===== src/bft_pkg.sv =====
// shared types and constants for the bloom filter test-and-insert block
package bft_pkg;

	localparam int PROBES         = 4;
	localparam int PROBE_W        = 10 + 10;
	localparam int INDEX_BITS_DEF = 20;
	localparam int WORD_BITS      = 32;
	localparam int COUNT_W        = 32;
	localparam int QUEUE_DEPTH    = 2;
	localparam int QPTR_W         = $clog2(QUEUE_DEPTH);
	localparam int QCNT_W         = $clog2(QUEUE_DEPTH + 1);

	typedef logic [PROBE_W-1:0] probe_t;

	typedef struct packed {
		probe_t [PROBES-1:0] idx;
		logic   [PROBES-1:0] dup;
	} probe_item_t;

	typedef struct packed {
		logic               valid;
		probe_item_t        item;
	} front_out_t;

	typedef struct packed {
		logic               pop;
		logic               clearing;
	} back_status_t;

	typedef struct packed {
		logic               hit;
		logic [COUNT_W-1:0] present;
		logic [COUNT_W-1:0] fresh;
	} result_t;

endpackage


===== src/bft_front.sv =====
// front end: takes items, flags repeated probe indices, holds them in a short queue
module bft_front import bft_pkg::*; #(
	parameter int INDEX_BITS = INDEX_BITS_DEF
) (
	input  logic         clk,
	input  logic         arst_n,
	input  logic         in_valid,
	output logic         in_stall,
	input  probe_t       probe_index_0,
	input  probe_t       probe_index_1,
	input  probe_t       probe_index_2,
	input  probe_t       probe_index_3,
	input  back_status_t back_st,
	output front_out_t   front_out
);

	probe_item_t             q_q [QUEUE_DEPTH];
	logic [QPTR_W-1:0]       wr_ptr_q;
	logic [QPTR_W-1:0]       rd_ptr_q;
	logic [QCNT_W-1:0]       cnt_q;
	logic                    accept;
	logic                    pop;
	probe_item_t             cls;
	logic [INDEX_BITS-1:0]   tr [PROBES];

	assign in_stall = back_st.clearing || (cnt_q == QCNT_W'(QUEUE_DEPTH));
	assign accept   = in_valid && !in_stall;
	assign pop      = back_st.pop;

	// a probe that hits the same store bit as an earlier probe must not see its own write
	always_comb begin
		cls.idx[0] = probe_index_0;
		cls.idx[1] = probe_index_1;
		cls.idx[2] = probe_index_2;
		cls.idx[3] = probe_index_3;
		for (int k = 0; k < PROBES; k++) begin
			tr[k] = INDEX_BITS'(cls.idx[k]);
		end
		for (int k = 0; k < PROBES; k++) begin
			cls.dup[k] = 1'b0;
			for (int j = 0; j < k; j++) begin
				if (tr[j] == tr[k]) begin
					cls.dup[k] = 1'b1;
				end
			end
		end
	end

	always_ff @(posedge clk) begin
		if (accept) begin
			q_q[wr_ptr_q] <= cls;
		end
	end

	always_ff @(posedge clk or negedge arst_n) begin
		if (!arst_n) begin
			wr_ptr_q <= '0;
			rd_ptr_q <= '0;
			cnt_q    <= '0;
		end else begin
			if (accept) begin
				wr_ptr_q <= wr_ptr_q + 1'b1;
			end
			if (pop) begin
				rd_ptr_q <= rd_ptr_q + 1'b1;
			end
			if (accept && !pop) begin
				cnt_q <= cnt_q + 1'b1;
			end else if (pop && !accept) begin
				cnt_q <= cnt_q - 1'b1;
			end
		end
	end

	assign front_out.valid = (cnt_q != '0);
	assign front_out.item  = q_q[rd_ptr_q];

endmodule


===== config.mk =====
export PLATFORM = sky130hd
export DESIGN_NAME = bft_front
export DESIGN_NICKNAME = d
export VERILOG_FILES = /design/src/bft_pkg.sv /design/src/bft_front.sv
export SDC_FILE = /design/constraint.sdc
export NUM_CORES = 1
export LEC_CHECK = 0
export ABC_CLOCK_PERIOD_IN_PS = 5200
export BUFFER_PORTS_ARGS = -buffer_cell sky130_fd_sc_hd__buf_2
export CAP_MARGIN = 20
export CORE_MARGIN = 1
export CORE_UTILIZATION = 45
export DETAILED_ROUTE_END_ITERATION = 8
export PLACE_DENSITY_LB_ADDON = 0.1
export SYNTH_ARGS = -nofsm -noshare
export SYNTH_HDL_FRONTEND = slang
export SYNTH_SLANG_ARGS = --single-unit
export TNS_END_PERCENT = 50

===== constraint.sdc =====
create_clock -name clk -period 5.2 [get_ports clk]
set_clock_uncertainty 0.1 [all_clocks]
set_input_delay 0.26 -clock clk [delete_from_list [all_inputs] [get_ports clk]]
set_output_delay 0.26 -clock clk [all_outputs]
set_load 0.05 [all_outputs]

==> reports/summary.log <==
INFO  die            io_pins=171
INFO  pwr            worst_ir_drop_vdd=269uV
INFO  grt            overflow_after_grt=0
INFO  cts            clock_tree.buffer_depth=2
INFO  die            design.die.area=17200squm
INFO  grt            grt_use_met3=5.32%
INFO  setup_path     critPathMaxStageDelay=590ps
INFO  detailed_routing ant_nets=0
INFO  finish         drive_above_1_share=44.9%
INFO  grt            grt_antenna_before_repair=0
INFO  grt            first_pass_grt_wire_length=25700um
INFO  cts            clk-insertion-delay-late=420ps
INFO  cts            post-cts-setup-buffers=0
INFO  detailed_routing drt_iter0_drc=193
INFO  sta            final-hold-violation-count=0
INFO  sta            grt_setup_unrepaired=false
INFO  detailed_routing vias_per_cell=4.99
INFO  sta            clock.fmax=416MHz
INFO  setup_path     crit_arrival=2040ps
INFO  sta            timing.slew.headroom=55.3%
INFO  setup_path     crit_path_cell_trace=buf_16 -> mux2_2 -> buf_2
INFO  setup_path     critPathLaunchType=register
INFO  synthesis      synthesis.instances=443
INFO  placement      port-buffer-count=169
INFO  finish         num_antenna_cells=0
INFO  setup_path     crit_type=reg -> out
INFO  sta            tightest_slew=671ps
INFO  job            max_cap_violations=0
INFO  sta            final.min_clock_period=2400ps
INFO  status         outcome=finished, final reports clean
INFO  die            placeableCoreArea=16100squm
INFO  sta            finalCritPeriodShare=46.2%
INFO  finish         synthToLayoutAreaGrowth=24.4%
INFO  grt            grt_max_degree=85
INFO  pwr            switchingPower=1.91mW
INFO  cts            number_of_buffers_created_by_cts=17
INFO  pwr            combinationalPowerShare=38.7%
INFO  pwr            p_int=2.97mW
INFO  synthesis      netlist_area=7510squm
INFO  grt            grt.met2_usage=33.5%
INFO  synthesis      synth.yosys.seq_area_share=67.7%
INFO  die            start_util=46.7%
INFO  cts            hold_buffer_count_at_cts=12
INFO  placement      placedInstanceArea=8600squm
INFO  sta            timing_max_transition_violations_final=0
INFO  synthesis      most_common_cell_in_the_netlist=sky130_fd_sc_hd__edfxtp_1
INFO  cts            post_cts.resized_instances=0
INFO  synthesis      synth_seq_cells=170
INFO  synthesis      yosys.area.top_type_share=66.4%
INFO  placement      place_hpwl=11900um
INFO  grt            grt_pass1_vias=4555
INFO  setup_path     crit_fanout=67
INFO  detailed_routing wl_per_cell=19.6um
INFO  cts            cts_num_sinks=170
INFO  synthesis      synth_enable_flop_cells=166
INFO  pwr            sequentialPowerShare=36.5%
INFO  synthesis      synth_area_leader_cell=sky130_fd_sc_hd__edfxtp_1
INFO  grt            met1_layer_usage_reported_by_global_route=25.5%
INFO  grt            grt_usage=20.1%
INFO  min_path       worst_hold_path_type=in -> reg
INFO  grt            grt-busiest-layer=met2
INFO  cts            tritoncts=yes
INFO  pwr            power_switching_share=39.2%
INFO  sta            setup_tns=0ps
INFO  placement      gp_congestion=0.827
INFO  synthesis      unique_masters_post_synth=21
INFO  synthesis      synthTopCellsByArea=sky130_fd_sc_hd__edfxtp_1 66%, sky130_fd_sc_hd__mux2_2 12%, sky130_fd_sc_hd__xnor2_1 7.7%
INFO  die            placementRows=46
INFO  finish         final.fill_count=1281
INFO  setup_path     required=4840ps
INFO  detailed_routing totalWireLength=17000um
INFO  die            floorplan.die.width=131um
INFO  setup_path     r2r.worst_path.cells=4
INFO  finish         design_area=9340squm
INFO  min_path       worstHoldPathCells=1
INFO  cts            clk_pin_slew=60ps
INFO  synthesis      postSynth.asyncResetShare=2.35%
INFO  synthesis      synth.yosys.warnings=0
INFO  synthesis      synth_ff_type=sky130_fd_sc_hd__edfxtp_1
INFO  setup_path     crit_path_top_delay_cell=sky130_fd_sc_hd__dfrtp_4
INFO  detailed_routing detailroute.via_count=4320
INFO  detailed_routing drt-pass1-iter-count=4
INFO  pwr            clock_power_share=24.8%
INFO  setup_path     critical_path.endpoint_type=output pin
INFO  synthesis      synth_fp_nets=529
INFO  die            die_h=131um
INFO  detailed_routing drt_drc_violations_left=0
INFO  finish         final_cell_count_no_fill=866
INFO  pwr            p_total=4.88mW
INFO  cts            htreeDepth=4
INFO  synthesis      post_synth_most_frequent_cells=166 x sky130_fd_sc_hd__edfxtp_1, 83 x sky130_fd_sc_hd__mux2_2, 66 x sky130_fd_sc_hd__xnor2_1
INFO  synthesis      synth.avg_cell_area=16.9squm
INFO  cts            root_buf_cell=sky130_fd_sc_hd__clkbuf_16
INFO  pwr            cellLeakagePower=3.36nW
INFO  sta            finalSetupViolCount=0
INFO  finish         nets=723
INFO  pwr            power.density_cell_area=523nW/um^2
INFO  placement      dp.cells=820
==> final cells by class <==
type                            count  area [sq um]  area share [%]
Clock inverter                     12           126            1.35
Multi-Input combinational cell    259          2370            25.3
Sequential cell                   170          5090            54.5
Clock buffer                       20           437            4.68
Timing Repair Buffer              185          1040            11.1
Inverter                            4          15.0           0.161
Tap cell                          216           270            2.89
==> stage by stage <==
| stage | util, % | hold slack, ps | worst slack [ps] |
|---|---|---|---|
| finish | 58.2 | 10.7 | 2800 |
| floorplan | - | -136 | 385 |
| detailed placement | 53.6 | -28.3 | 2790 |
| global placement | 53.6 | -32.8 | 2830 |
| global route | 58.2 | 1.47 | 2690 |
| CTS | 57.8 | 0.138 | 2490 |
==> power by group through the flow <==
stage	clock network [mW]	logic [mW]	registers (mW)
after detailed placement	0	1.77	1.92
after floorplan	0	1.48	1.78
after CTS	1.23	1.78	1.89
after global routing	1.28	1.97	1.80
final	1.21	1.89	1.78
after global placement	0	1.76	1.90
==> kinds of logic (layout without fill, tap and decap cells) <==
logic type      count (synthesis)  in the layout  share of synthesized area (%)
flops                         170            170                           67.7
xor+xnor                      125            125                           14.6
mux                            83             83                           12.5
simple gates                   47             47                           3.87
buf+inv                        14            221                          0.900
compound gates                  2              2                          0.233
fa+ha+maj                       1              1                          0.167
other cells                     1              1                         0.0500
==> per-layer routing <==
metal / up-vias / share of wire (%) / wire, um
met3: 18 / 4.6 / 787
li1: 2056 / - / -
met4: 0 / 1.6 / 280
met5: - / 0 / 0
met1: 2122 / 44 / 7500
met2: 124 / 50 / 8410
==> placed cells by master (no fill, tap or decap), types with 2 or more instances in the layout <==
| master | n |
|---|---|
| sky130_fd_sc_hd__buf_2 | 169 |
| sky130_fd_sc_hd__edfxtp_1 | 166 |
| sky130_fd_sc_hd__mux2_2 | 83 |
| sky130_fd_sc_hd__xnor2_1 | 66 |
| sky130_fd_sc_hd__xor2_1 | 59 |
| sky130_fd_sc_hd__clkbuf_16 | 17 |
| sky130_fd_sc_hd__nand4_1 | 16 |
| sky130_fd_sc_hd__dlygate4sd3_1 | 12 |
| sky130_fd_sc_hd__nor4_1 | 11 |
| sky130_fd_sc_hd__nand3_1 | 7 |
| sky130_fd_sc_hd__nor3_1 | 5 |
| sky130_fd_sc_hd__inv_1 | 4 |
| sky130_fd_sc_hd__clkinvlp_4 | 4 |
| sky130_fd_sc_hd__nor4_2 | 3 |
| sky130_fd_sc_hd__clkinv_2 | 3 |
| sky130_fd_sc_hd__clkbuf_1 | 3 |
| sky130_fd_sc_hd__dfrtp_1 | 3 |
| sky130_fd_sc_hd__clkinv_4 | 2 |
| sky130_fd_sc_hd__bufinv_16 | 2 |
| sky130_fd_sc_hd__buf_16 | 2 |
| sky130_fd_sc_hd__buf_4 | 2 |
==> worst max-delay path: cells and delay by family, from the launching register on <==
kind / cells / cell delay, ps
flops: 1 / 590
buf+inv: 2 / 530
mux: 1 / 400
==> flip-flops by register name (all words and copies together), names as in the netlist <==
signal    cells
q_q         166
cnt_q         2
rd_ptr_q      1
wr_ptr_q      1
==> worst paths after layout <==
check,slack (ps),end,start
max in group asynchronous,4780,rd_ptr_q$_DFFE_PN0P_,arst_n
min in group asynchronous,80,rd_ptr_q$_DFFE_PN0P_,arst_n
setup reg to reg,2810,q_q[1][44]$_DFFE_PP_,cnt_q[0]$_DFFE_PN0P_
hold reg to reg,390,cnt_q[1]$_DFFE_PN0P_,cnt_q[1]$_DFFE_PN0P_
setup / recovery,2800,front_out[66],rd_ptr_q$_DFFE_PN0P_
hold / removal,10,q_q[1][38]$_DFFE_PP_,probe_index_1[15]
No activity file was read; power rests on OpenSTA's default activity.
